### src/rtl/luhn_pkg.sv
// Shared widths, verdict codes and digit-pass status type for the Luhn card check.
`default_nettype none

package luhn_pkg;

  localparam int CARD_W     = 54;               // binary card number width
  localparam int NUM_DIGITS = 17;               // decimal digits a 54-bit value can hold
  localparam int BCD_W      = 4 * NUM_DIGITS;   // packed BCD width
  localparam int IDX_W      = 5;                // digit index / digit count width
  localparam int STEP_W     = 6;                // sequencer step counter width

  localparam logic [1:0] VERDICT_INVALID    = 2'd0;
  localparam logic [1:0] VERDICT_AMEX       = 2'd1;
  localparam logic [1:0] VERDICT_VISA       = 2'd2;
  localparam logic [1:0] VERDICT_MASTERCARD = 2'd3;

  // Status of the digit pass, handed to the sequencer.
  typedef struct packed {
    logic             checksum_ok;
    logic [IDX_W-1:0] count;
    logic [3:0]       lead;
    logic [3:0]       second;
  } luhn_digit_sum_t;

endpackage

`default_nettype wire

### src/rtl/luhn_card_number_check.sv
// Top level of the Luhn card number check: sequencer, classification and output register.
//
//   channel  | direction | tdata fields (low bit first)
//   ---------+-----------+-----------------------------------------------------------
//   s_*      | in        | card_number[53:0], 2 zero bits
//   m_*      | out       | verdict[1:0], checksum_ok, digit_count[4:0], out_of_range,
//            |           | 7 zero bits
//
// From its transfer, a number goes through bit-serial BCD conversion, then the
// digit pass (one BCD digit a cycle through the Luhn accumulator), then a final
// step that classifies and loads the output register. A new number is taken only
// while the sequencer is idle, so a number is taken only after the previous one
// has passed through every step; the result register lets the next number in
// while the previous result still waits. A stalled m_tready holds the sequencer
// in its final step. Synchronous rst clears the sequencer and the output valid.
`default_nettype none

module luhn_card_number_check
  import luhn_pkg::*;
(
  input  wire logic        clk,
  input  wire logic        rst,
  input  wire logic        s_tvalid,
  output logic             s_tready,
  input  wire logic [55:0] s_tdata,   // [53:0] card_number, [55:54] zero
  output logic             m_tvalid,
  input  wire logic        m_tready,
  output logic [15:0]      m_tdata    // [1:0] verdict, [2] checksum_ok,
                                      // [7:3] digit_count, [8] out_of_range
);

  localparam logic [1:0] ST_IDLE  = 2'd0;
  localparam logic [1:0] ST_CONV  = 2'd1;
  localparam logic [1:0] ST_DIGIT = 2'd2;
  localparam logic [1:0] ST_DONE  = 2'd3;

  logic [1:0]        state;
  logic [1:0]        state_next;
  logic [STEP_W-1:0] cnt;
  logic [STEP_W-1:0] cnt_next;

  logic            s_xfer;
  logic            conv_step;
  logic            digit_step;
  logic            out_load;
  logic [3:0]      digit;
  luhn_digit_sum_t status;

  logic       oor;
  logic [1:0] verdict;

  assign s_tready   = (state == ST_IDLE);
  assign s_xfer     = s_tvalid && s_tready;
  assign conv_step  = (state == ST_CONV);
  assign digit_step = (state == ST_DIGIT);
  assign out_load   = (state == ST_DONE) && (!m_tvalid || m_tready);

  luhn_bcd_conv u_conv (
    .clk        (clk),
    .load       (s_xfer),
    .value      (s_tdata[CARD_W-1:0]),
    .conv_step  (conv_step),
    .digit_step (digit_step),
    .digit      (digit)
  );

  luhn_digit_pass u_pass (
    .clk    (clk),
    .clr    (s_xfer),
    .step   (digit_step),
    .digit  (digit),
    .status (status)
  );

  // sequencer
  always_comb begin
    state_next = state;
    cnt_next   = cnt;
    case (state)
      ST_IDLE: begin
        if (s_xfer) begin
          state_next = ST_CONV;
          cnt_next   = '0;
        end
      end
      ST_CONV: begin
        if (cnt == STEP_W'(CARD_W - 1)) begin
          state_next = ST_DIGIT;
          cnt_next   = '0;
        end else begin
          cnt_next = cnt + STEP_W'(1);
        end
      end
      ST_DIGIT: begin
        if (cnt == STEP_W'(NUM_DIGITS - 1)) begin
          state_next = ST_DONE;
          cnt_next   = '0;
        end else begin
          cnt_next = cnt + STEP_W'(1);
        end
      end
      ST_DONE: begin
        if (out_load) begin
          state_next = ST_IDLE;
        end
      end
      default: begin
        state_next = ST_IDLE;
        cnt_next   = '0;
      end
    endcase
  end

  always_ff @(posedge clk) begin
    if (rst) begin
      state <= ST_IDLE;
      cnt   <= '0;
    end else begin
      state <= state_next;
      cnt   <= cnt_next;
    end
  end

  // range follows from the digit count: 10 to 16 digits is 10^9 .. 10^16-1
  always_comb begin
    oor     = (status.count < IDX_W'(10)) || (status.count > IDX_W'(16));
    verdict = VERDICT_INVALID;
    if (status.checksum_ok && !oor) begin
      if (status.lead == 4'd3 && (status.second == 4'd4 || status.second == 4'd7) &&
          status.count == IDX_W'(15)) begin
        verdict = VERDICT_AMEX;
      end else if (status.lead == 4'd4 &&
                   (status.count == IDX_W'(13) || status.count == IDX_W'(16))) begin
        verdict = VERDICT_VISA;
      end else if (status.lead == 4'd5 && status.second >= 4'd1 &&
                   status.second <= 4'd5 && status.count == IDX_W'(16)) begin
        verdict = VERDICT_MASTERCARD;
      end
    end
  end

  // output register
  always_ff @(posedge clk) begin
    if (rst) begin
      m_tvalid <= 1'b0;
    end else if (out_load) begin
      m_tvalid <= 1'b1;
    end else if (m_tready) begin
      m_tvalid <= 1'b0;
    end
  end

  always_ff @(posedge clk) begin
    if (out_load) begin
      m_tdata <= {7'd0, oor, status.count, status.checksum_ok, verdict};
    end
  end

endmodule

`default_nettype wire

### src/rtl/luhn_bcd_conv.sv
// Bit-serial binary-to-BCD converter (shift and add-3) with a digit shift-out port.
`default_nettype none

module luhn_bcd_conv
  import luhn_pkg::*;
(
  input  wire logic              clk,
  input  wire logic              load,
  input  wire logic [CARD_W-1:0] value,
  input  wire logic              conv_step,
  input  wire logic              digit_step,
  output logic [3:0]             digit
);

  logic [CARD_W-1:0] bin;
  logic [BCD_W-1:0]  bcd;
  logic [BCD_W-1:0]  bcd_adj;

  // add 3 to every digit of 5 or more before the shift
  always_comb begin
    for (int i = 0; i < NUM_DIGITS; i++) begin
      if (bcd[4*i +: 4] >= 4'd5) begin
        bcd_adj[4*i +: 4] = bcd[4*i +: 4] + 4'd3;
      end else begin
        bcd_adj[4*i +: 4] = bcd[4*i +: 4];
      end
    end
  end

  always_ff @(posedge clk) begin
    if (load) begin
      bin <= value;
      bcd <= '0;
    end else if (conv_step) begin
      bin <= {bin[CARD_W-2:0], 1'b0};
      bcd <= {bcd_adj[BCD_W-2:0], bin[CARD_W-1]};
    end else if (digit_step) begin
      bcd <= {4'd0, bcd[BCD_W-1:4]};
    end
  end

  assign digit = bcd[3:0];

endmodule

`default_nettype wire

### src/rtl/luhn_digit_pass.sv
// Per-digit Luhn accumulator: mod-10 sum, digit count and the two leading digits.
`default_nettype none

module luhn_digit_pass
  import luhn_pkg::*;
(
  input  wire logic        clk,
  input  wire logic        clr,
  input  wire logic        step,
  input  wire logic [3:0]  digit,
  output luhn_digit_sum_t  status
);

  logic [IDX_W-1:0] idx;
  logic [3:0]       sum_mod;
  logic [3:0]       prev;
  logic [IDX_W-1:0] count;
  logic [3:0]       lead;
  logic [3:0]       second;

  logic [4:0] dbl;
  logic [4:0] contrib;
  logic [4:0] sum_raw;
  logic [3:0] sum_next;

  always_comb begin
    dbl = {digit, 1'b0};
    // odd positions from the right are doubled; 2d >= 10 folds to 2d - 9
    if (idx[0]) begin
      contrib = (digit >= 4'd5) ? (dbl - 5'd9) : dbl;
    end else begin
      contrib = {1'b0, digit};
    end
    sum_raw = {1'b0, sum_mod} + contrib;
    if (sum_raw >= 5'd10) begin
      sum_next = 4'(sum_raw - 5'd10);
    end else begin
      sum_next = sum_raw[3:0];
    end
  end

  always_ff @(posedge clk) begin
    if (clr) begin
      idx     <= '0;
      sum_mod <= '0;
      prev    <= '0;
      count   <= '0;
      lead    <= '0;
      second  <= '0;
    end else if (step) begin
      idx     <= idx + IDX_W'(1);
      sum_mod <= sum_next;
      prev    <= digit;
      if (digit != 4'd0) begin
        count  <= idx + IDX_W'(1);
        lead   <= digit;
        second <= prev;
      end
    end
  end

  always_comb begin
    status.checksum_ok = (sum_mod == 4'd0);
    status.count       = count;
    status.lead        = lead;
    status.second      = second;
  end

endmodule

`default_nettype wire

### config.mk
export PLATFORM = sky130hd
export DESIGN_NAME = luhn_card_number_check
export DESIGN_NICKNAME = d
export VERILOG_FILES = /design/src/rtl/luhn_pkg.sv /design/src/rtl/luhn_card_number_check.sv /design/src/rtl/luhn_bcd_conv.sv /design/src/rtl/luhn_digit_pass.sv
export SDC_FILE = /design/constraint.sdc
export NUM_CORES = 1
export LEC_CHECK = 0
export BUFFER_PORTS_ARGS = -buffer_cell sky130_fd_sc_hd__buf_2
export CAP_MARGIN = 40
export CORE_ASPECT_RATIO = 1.75
export CORE_MARGIN = 5
export CORE_UTILIZATION = 45
export CTS_CLUSTER_DIAMETER = 80
export DETAILED_ROUTE_END_ITERATION = 10
export GPL_TIMING_DRIVEN = 0
export HOLD_SLACK_MARGIN = 0.06
export PLACE_DENSITY = 0.65
export SLEW_MARGIN = 20
export SYNTH_ARGS = -nofsm -noshare
export SYNTH_HDL_FRONTEND = slang
export SYNTH_SLANG_ARGS = --single-unit
### constraint.sdc
create_clock -name clk -period 2.8 [get_ports clk]
set_clock_uncertainty 0.05 [all_clocks]
set_input_delay 0.14 -clock clk [delete_from_list [all_inputs] [get_ports clk]]
set_output_delay 0.14 -clock clk [all_outputs]
set_load 0.005 [all_outputs]
==> results of run 1 <==
-- per-stage QoR --
| step | cells | hold WS, ns | cell area [um2] |
|---|---|---|---|
| after CTS | 1474 | 0.1031 | 10940 |
| after floorplan | 1067 | 0.1624 | 9027 |
| after detailed placement | 1380 | 0.3412 | 9682 |
| after global placement | 1380 | 0.3381 | 9674 |
| final | 1478 | 0.1178 | 11010 |
| after global routing | 1478 | 0.1103 | 11010 |
-- kinds of logic after synthesis --
logic type,count (synthesis)
adder cells (fa/ha/maj),49
other,1
AO/OA/AOI/OAI,210
multiplexers,40
buffers and inverters,127
flip-flops,166
XOR/XNOR,35
AND/OR/NAND/NOR,433
-- worst max-delay path: stages, from the launching register on --
cell,delay [ns]
dfxtp_4,0.36
inv_4,0.05
ha_2,0.17
nand2b_4,0.16
a21oi_4,0.22
xnor2_2,0.16
nand2_1,0.09
o21ai_2,0.10
inv_2,0.06
fa_2,0.49
or3_4,0.43
a21oi_4,0.17
or3_1,0.13
a31oi_1,0.07
-- flip-flops by register name, indices dropped and copies added (netlist names) --
register        count
u_pass.sum_mod      4
u_pass.idx          5
u_pass.lead         4
state               2
u_pass.count        5
u_conv.bin         54
u_conv.bcd         68
u_pass.second       4
u_pass.prev         4
m_tvalid            1
m_tdata             9
cnt                 6
-- area by class of cell --
| class | count | share of cell area |
|---|---|---|
| clock buffers | 18 | 0.03897 |
| flip-flops and latches | 166 | 0.3595 |
| clock inverters | 14 | 0.01125 |
| repair buffers | 134 | 0.08863 |
| plain buffers | 66 | 0.02670 |
| multi-input cells | 774 | 0.4259 |
| well taps | 245 | 0.02784 |
| inverters | 61 | 0.02125 |
-- power groups by stage --
stage	Clock, W	Combinational [W]	Sequential (W)
finish	0.00225	0.00634	0.00439
global route	0.00239	0.00709	0.00449
CTS	0.00229	0.00622	0.00437
detailed placement	0	0.00588	0.00443
global placement	0	0.00575	0.00443
floorplan	0	0.00437	0.00419
-- repair_timing --
| action | in CTS | in global routing |
|---|---|---|
| endpoints found under the hold margin | 57 | 0 |
| buffers inserted | 6 | 4 |
| pin swaps | 6 | 12 |
| setup endpoints to repair | 3 | 11 |
| gates resized for setup | 21 | 14 |
| hold buffers | 56 | 0 |
-- layout by cell type (no fill, tap or decap), types with 5 or more instances in the layout --
cell,synthesis,layout
a211oi_1,39,39
a21oi_1,52,48
a22oi_1,16,16
a31oi_1,16,16
buf_2,7,74
buf_4,7,17
clkbuf_1,50,50
clkbuf_16,0,17
conb_1,1,7
dfxtp_1,103,101
dlygate4sd3_1,0,56
edfxtp_1,63,63
ha_1,48,43
inv_1,60,56
inv_6,0,5
mux2i_1,39,38
nand2_1,207,206
nand2b_1,37,36
nand3_1,36,36
nand4_1,6,6
nor2_1,124,124
nor2b_1,6,6
o21a_1,15,15
o21ai_0,44,42
o31ai_1,17,17
xnor2_1,25,22
xor2_1,10,9
-- final timing paths --
path	to	slack, ns
setup reg to reg	u_pass.sum_mod[1]	-0.05
hold reg to reg	u_pass.second[2]	0.41
hold / removal	u_conv.bin[0]	0.12
setup / recovery	u_pass.sum_mod[1]	-0.05
-- layer usage --
metal,GRT usage,up-vias
li1,-,3914
met1,0.2064,3797
met2,0.4055,163
met3,0.02943,60
met4,0.1003,0
met5,0,-
==> qor.csv, run 1 <==
metric,value,unit
drtIter0Drc,411,
yosys_most_used_dff,dfxtp_1,
finalSetupTns,-0.04662,ns
synth_area_leaders,"dfxtp_1, edfxtp_1, nand2_1",
slew_headroom,0.4368,
ff2ff_path_depth,13,
yosysTopAreaCellShare,0.2292,
grt_usage,0.2079,
netlist_instances,1061,
synth_top_family_by_area,simple AND/OR/NAND/NOR gates,
cts.htree.levels,4,
vias,7934,
ir_drop,649.0,uV
grt_overflow,0,
hp-start,s_tvalid,
synthAdderAreaFrac,0.06898,
tightest_slew,0.8430,ns
p_leak,4.386,nW
diodes,0,
ioPinCount,78,
syn_area,8996,um2
multiInputGateArea,4690,um2
area_growth_syn_to_layout,22.41,%
slew_violations,0,
port_buffers,68,
yosys_warnings,0,
die_width,116.9,um
power,0.01297,W
min_period_over_period,1.017,
core_region_area,19740,um2
path_max_fanout,5,
drtPass1Iterations,5,
rsz0062_at_grt,yes,
grt_pass1_vias,8183,
ant_nets,0,
fmax,351.3,MHz
wl_met2,13220,um
cp.required,3.04,ns
ys_types,49,
synth_common_cells,"nand2_1, nor2_1, dfxtp_1",
clkPwrFrac,0.173,
outcome,"complete, but fails checks",
regArea,3959,um2
cts_tree,done,
synth_seq_cells,166,
synth-compound-area-share,0.1484,
fin_crit,2.847,ns
internal_power,0.007318,W
setup_viol,1,
fin_nets,1329,
finalHoldViolCount,0,
clockBufferDepth,2,
yosysSeqAreaShare,0.4395,
synth_edf_count,63,
antenna_found_initial,0,
start_util,0.4558,
fin_util,0.5579,
globalplace.congestion,0.8307,
dpl.hpwl,16650,um
root_buffer,clkbuf_16,
fillers,1821,
hold_path_depth,2,
worstPathArrival,3.09,ns
drv_cap,0,
power.share.sequential,0.338,
critPathLaunchType,flop,
powerDensity,1178,nW/um2
drt-met1-wl,8845,um
clk_pin_slew,0.07,ns
grt_pass1_wl,38160,um
cp-end-kind,flop,
maxUsedRoutingLayer,met4,
critPathKind,reg2reg,
wl_met3,666,um
synthMuxAreaShare,0.04465,
synth.most_common_cell,nand2_1,
clock_latency,0.44,ns
holdCritPathClass,in2reg,
wl_per_cell,15.95,um
p_sw_frac,0.4359,
async_flop_share,0,
die_area,23030,um2
setup_slack,-0.04662,ns
synth_top_area_cell,dfxtp_1,
switchingPower,0.005656,W
pwr-share-comb,0.489,
cp-startpoint,u_conv.bcd[1],
clkSinkCount,166,
detailedPlace.worstSlack,-0.4331,ns
num_rows,68,
violations,negative setup slack,
synth_area_per_cell,8.479,um2
cts_buffers,17,
wirelength,23580,um
grt_max_degree,55,
die_y,197.0,um
drive_above_1_share,0.1241,
yosys.area_share.xor_xnor,0.03408,
route.detailed.drc,0,
vias_per_cell,5.368,
r2r_start,u_conv.bcd[1],
synthSimpleGateAreaFrac,0.2071,
No activity file was read; power rests on OpenSTA's default activity.
==> run 2, diff against run 1 <==
Settings changed: ABC_AREA from default to 1, GPL_TIMING_DRIVEN 0 to 1.
==> run 2 against run 1 <==
The flow now finishes without violations. Die area shrank 1.7%. Synthesized area shrank 1.9%. Utilization grew 0.079 points. Final area shrank 2.2%. Largest cell class unchanged.
==> qor.csv, run 2 <==
metric,value,unit,change
area_growth_syn_to_layout,22.01,%,
port_buffers,68,,unchanged
gr-usage-met3,0.03407,,+0.004636
setup_viol,0,,-1
fin_cells,1455,,-1.6%
drive_above_1_share,0.1474,,+0.02336
final_cell_mix,"nand2_1, a21oi_1, inv_1",,
path_max_fanout,3,,-2
vias,7883,,-0.64%
die_y,195.3,um,-0.89%
syn_area,8828,um2,-1.9%
grt_overflow,0,,unchanged
globalplace.congestion,0.7924,,-4.6%
grt_usage,0.1926,,-0.01526
diodes,0,,unchanged
critPathLaunchType,flop,,
placedCellCount,1356,,-1.7%
cp_top_family,adder cells,,
synth.most_common_cell,nand2_1,,
async_flop_share,0,,unchanged
critPathKind,reg2reg,,
final_cell_area,10770,um2,-2.2%
wl_per_cell,14.80,um,-7.2%
tightest_slew,0.5784,ns,-0.2646 ns
clkSinkCount,166,,unchanged
synth_area_per_cell,8.190,um2,-3.4%
clockBufferDepth,2,,unchanged
ir_drop,725.2,uV,+12%
grt_busiest_layer,met2,,
powerDensity,1241,nW/um2,+5.3%
die_area,22630,um2,-1.7%
cp_cell_sequence,"inv_2, ha_4, inv_2, nand2_2, nand3_4, nand2_4, o21ai_2, ha_2, inv_2, fa_2, inv_2, nand2_1, and2_4, ha_4, buf_4, buf_4, nor2_1, nand2_1, a31oi_1",,
synth_common_cells,"nand2_1, a21oi_1, inv_1",,
ioPinCount,78,,unchanged
wirelength,21540,um,-8.6%
ys_types,44,,-10%
die_width,115.9,um,-0.86%
clk_pin_slew,0.07,ns,about the same
grt_pass1_vias,7832,,-4.3%
num_rows,67,,-1.5%
slew_violations,0,,unchanged
largest_register_ffs,68,,unchanged
use_met2,0.3553,,-0.05020
yosysTopAreaCellShare,0.2336,,+0.004353
fin_nets,1310,,-1.4%
synth_edf_count,63,,unchanged
power,0.01336,W,+3.0%
slowest_stage,fa_2,,
yosysSeqAreaShare,0.4478,,+0.008347
clock_latency,0.44,ns,about the same
drtPass1Iterations,5,,unchanged
slew_headroom,0.6109,,+0.1740
dpl.hpwl,13660,um,-18%
start_util,0.4579,,+0.002129
cts.htree.levels,4,,unchanged
critical-path-max-stage-delay,0.38,ns,-0.11 ns
met1_usage,0.2012,,-0.005174
holdCritPathClass,in2reg,,
fmax,374.5,MHz,+6.6%
layout_commonest_cell,nand2_1,,
drv_cap,0,,unchanged
placed_area,9447,um2,-2.4%
finalHoldViolCount,0,,unchanged
cts_tree,done,,
min_period_over_period,0.9537,,-0.06295
p_leak,4.533,nW,+3.4%
drtIter0Drc,464,,+13%
vias_per_cell,5.418,,+0.93%
path_common_cell,inv_2,,
antenna_found_initial,0,,unchanged
critPathBufInv,6,,+4
cts_buffers,17,,unchanged
cp-end-kind,flop,,
fin_crit,2.670,ns,-0.1763 ns
core_region_area,19280,um2,-2.3%
cp.required,3.11,ns,+0.07 ns
grt_max_degree,80,,+45%
holdWs,0.08972,ns,-0.02806 ns
top_register,u_conv.bcd,,
top_regs,"u_conv.bcd (68), u_conv.bin (54), m_tdata (9)",,
worstPathArrival,2.98,ns,-0.11 ns
outcome,completed,,
synth_area_leaders,"dfxtp_1, edfxtp_1, nand2_1",,
root_buffer,clkbuf_16,,
route.detailed.drc,0,,unchanged
yosys_most_used_dff,dfxtp_1,,
synth_top_area_cell,dfxtp_1,,
ant_nets,0,,unchanged
synth_seq_cells,166,,unchanged
netlist_instances,1078,,+1.6%
yosys_warnings,0,,unchanged
fin_util,0.5587,,+0.0007900
grt_pass1_wl,35450,um,-7.1%
-- run 2: changes by cell type after synthesis, moves of 42 or more --
cell	before	now
a21oi_1	52	135
a221oi_1	0	49
inv_1	60	107
nand2_1	207	249
nor2_1	124	33
o21ai_0	44	87
-- run 2: kinds of logic (layout without fill, tap and decap cells) --
group,after synthesis,in the layout,synth area share
flip-flops,166,166,0.4478
AND/OR/NAND/NOR,363,363,0.1729
other,1,7,0.0004248
AO/OA/AOI/OAI,297,297,0.1976
buffers and inverters,174,304,0.08319
adder cells (fa/ha/maj),49,49,0.07030
XOR/XNOR,28,28,0.02778
-- run 2: what timing repair did --
| action | in CTS | in global routing |
|---|---|---|
| hold buffers | 56 | 0 |
| endpoints found under the hold margin | 57 | 0 |
| setup buffers | 7 | 4 |
| endpoints found under the setup margin | 2 | 3 |
| gates resized for setup | 2 | 26 |
| pin swaps | 1 | 13 |
-- run 2: worst paths after layout --
kind	start	end	slack, ns	cells after the start
max	u_conv.bcd[0]	u_pass.sum_mod[3]	0.13	19
min reg2reg	u_pass.prev[3]	u_pass.prev[3]	0.41	2
min	s_tvalid	cnt[1]	0.09	5
max reg2reg	u_conv.bcd[0]	u_pass.sum_mod[3]	0.13	19
-- run 2: stage by stage --
| stage | setup WS, ns | TNS (ns) |
|---|---|---|
| 2_1_floorplan | 0.04216 | 0 |
| 3_3_place_gp | -0.02188 | -0.02188 |
| 3_5_place_dp | -0.07501 | -0.1384 |
| 4_1_cts | 0.02386 | 0 |
| 5_1_grt | -0.04287 | -0.07467 |
| 6_report | 0.1296 | 0 |
-- run 2: power breakdown --
group	internal [W]	switching (W)
registers	0.00378	0.000700
clock network	0.00119	0.00111
logic	0.00264	0.00393
-- run 2: worst reg2reg max path, cell delays in order, from the launching register on --
cell	delay, ns
dfxtp_2	0.35
inv_2	0.05
ha_4	0.15
inv_2	0.04
nand2_2	0.06
nand3_4	0.13
nand2_4	0.07
o21ai_2	0.09
ha_2	0.20
inv_2	0.04
fa_2	0.38
inv_2	0.07
nand2_1	0.07
and2_4	0.17
ha_4	0.16
buf_4	0.12
buf_4	0.12
nor2_1	0.09
nand2_1	0.06
a31oi_1	0.12
-- run 2: area by class of cell --
class / instances / area, um2
sequential: 166 / 3956
clock inverter: 15 / 156.4
fill: 1794 / 8509
multi-input combinational: 744 / 4262
inverter: 113 / 427.9
timing repair buffer: 159 / 1242
tap: 241 / 301.5
clock buffer: 17 / 425.4
-- run 2: per-layer routing --
metal	part of all wire	vias to the layer above	wire length [um]
met5	0	-	0
met4	0.038	0	812
met3	0.024	52	514
met2	0.56	127	12040
met1	0.38	3777	8174
li1	-	3927	-
==> run 3, diff against run 2 <==
Settings changed: BUFFER_PORTS_ARGS -buffer_cell sky130_fd_sc_hd__buf_2 to default, DONT_BUFFER_PORTS from default to 1, PLACE_DENSITY 0.65 to default.
==> run 3 against run 2 <==
Worst setup slack gained 0.035 ns. Global-route usage shrank 0.61 points. Critical endpoint is now u_pass.sum_mod[1]. Critical path depth is the same.
==> qor.csv, run 3 (same netlist as run 2, synthesis figures left out) <==
metric,value,unit,change
finalSetupTns,0,ns,unchanged
fin_cells,1389,,-4.5%
cts_buffers,17,,unchanged
top_regs,"u_conv.bcd (68), u_conv.bin (54), m_tdata (9)",,
worstPathArrival,2.92,ns,-0.06 ns
holdWs,0.07824,ns,-0.01149 ns
cp-startpoint,u_conv.bcd[0],,
min_period_over_period,0.9413,,-0.01238
ir_drop,695.4,uV,-4.1%
drv_cap,0,,unchanged
dpl.hpwl,13840,um,+1.4%
cp-end-kind,flop,,
hold_path_depth,3,,-2
critPathLaunchType,flop,,
antenna_found_initial,0,,unchanged
ant_nets,0,,unchanged
drtPass1Iterations,6,,+1
path_max_fanout,4,,+1
drive_above_1_share,0.09241,,-0.05503
drtIter0Drc,428,,-7.8%
num_rows,67,,unchanged
r2r_start,u_conv.bcd[0],,
critPathKind,reg2reg,,
slew_headroom,0.6191,,+0.008282
globalplace.congestion,0.8700,,+9.8%
grt_overflow,0,,unchanged
setup_viol,0,,unchanged
core_region_area,19280,um2,unchanged
grt_usage,0.1865,,-0.006141
clk_pin_slew,0.07,ns,about the same
vias,7485,,-5.0%
holdCritPathClass,in2reg,,
powerDensity,1269,nW/um2,+2.3%
start_util,0.4579,,unchanged
ff2ff_setup_slack,0.16,ns,+0.03 ns
grt_pass1_vias,7451,,-4.9%
area_growth_syn_to_layout,17.86,%,
clockBufferDepth,2,,unchanged
finalHoldViolCount,0,,unchanged
die_area,22630,um2,unchanged
route.detailed.drc,0,,unchanged
vias_per_cell,5.389,,-0.54%
fin_crit,2.636,ns,-0.03468 ns
tightest_slew,0.5713,ns,-0.007090 ns
layout_commonest_cell,nand2_1,,
port_buffers,0,,-100%
largest_register_ffs,68,,unchanged
clkSinkCount,166,,unchanged
cp.required,3.09,ns,-0.02 ns
top_register,u_conv.bcd,,
placedCellCount,1289,,-4.9%
grt_max_degree,60,,-25%
ioPinCount,78,,unchanged
grt_pass1_wl,34290,um,-3.3%
wl_per_cell,15.05,um,+1.7%
fmax,379.4,MHz,+1.3%
root_buffer,clkbuf_16,,
slew_violations,0,,unchanged
final_cell_mix,"nand2_1, a21oi_1, inv_1",,
endpoint,u_pass.sum_mod[1],,
outcome,completed,,
die_width,115.9,um,unchanged
cts_tree,done,,
p_leak,4.267,nW,-5.9%
die_y,195.3,um,unchanged
r2r_end,u_pass.sum_mod[1],,
fin_nets,1243,,-5.1%
clock_latency,0.44,ns,about the same
ff2ff_path_depth,19,,unchanged
cts.htree.levels,4,,unchanged
wirelength,20910,um,-2.9%
## run 3: changes by cell type in the layout (fill, tap and decap cells not counted), moves of 2 or more
cell / change
inv_8: -4
nand2_1: +2
clkbuf_8: +3
buf_2: -68
clkinv_8: -2
clkinv_2: +2
nand2_2: -2
## run 3: per-layer routing
| layer | vias to the layer above | global-route usage | part of all wire |
|---|---|---|---|
| met5 | - | 0 | 0 |
| met4 | 0 | 0.07699 | 0.025 |
| met3 | 38 | 0.03623 | 0.025 |
| met2 | 122 | 0.3519 | 0.56 |
| met1 | 3539 | 0.1955 | 0.39 |
| li1 | 3786 | - | - |
## run 3: timing repair
item	CTS	global route
endpoints found under the setup margin	2	3
hold endpoints to repair	63	0
hold buffers	57	0
pin swaps	3	12
resized for setup	3	21
setup buffers	7	3
## run 3: critical path, stage by stage, from the launching register on
cell and delay (ns):
dfxtp_2 0.36, inv_2 0.06, ha_4 0.16, inv_2 0.04, nand2_2 0.06, nand3_4 0.12, nand2_4 0.07, o21ai_2 0.08
ha_2 0.21, inv_2 0.04, fa_2 0.60, nor2_1 0.06, nand3_1 0.09, nand2_1 0.07, nand3_2 0.08, nand3_2 0.10
nand2_1 0.09, nand2_1 0.05, o21ai_1 0.13, inv_1 0.04
## run 3: power by group
group	switching [W]	leakage [nW]	internal, W
clock network	0.00103	0.278	0.00122
logic	0.00389	2.53	0.00258
registers	0.000694	1.46	0.00379
total	0.00562	4.27	0.00758
## run 3: cell type report
class                           count  area, um2
Antenna cell                        1      2.502
Clock buffer                       20      466.7
Clock inverter                     12      92.59
Fill cell                        1831       8876
Inverter                          113      427.9
Multi-Input combinational cell    744       4245
Sequential cell                   166       3956
Tap cell                          241      301.5
Timing Repair Buffer               92      912.1
## run 3: how the worst min path moves through the flow
| stage | startpoint | slack (ns) | endpoint |
|---|---|---|---|
| global placement | rst | 0.16 | state[0] |
| floorplan | rst | 0.16 | m_tvalid |
| CTS | s_tvalid | 0.07 | u_conv.bcd[37] |
| finish | s_tvalid | 0.08 | u_conv.bcd[37] |
| detailed placement | rst | 0.16 | m_tvalid |
| global route | s_tvalid | 0.09 | u_conv.bcd[37] |
## run 3: per-stage QoR
| step | setup slack, ns | total power (W) | area [um2] | utilization |
|---|---|---|---|---|
| 4_1_cts | 0.02422 | 0.01303 | 10310 | 0.5346 |
| 5_1_grt | -0.02964 | 0.01438 | 10400 | 0.5395 |
| 6_report | 0.1643 | 0.01320 | 10410 | 0.5397 |
| 2_1_floorplan | 0.04216 | 0.008913 | 8851 | - |
| 3_5_place_dp | -0.06219 | 0.01050 | 9114 | 0.4727 |
| 3_3_place_gp | -0.01639 | 0.01041 | 9114 | 0.4727 |
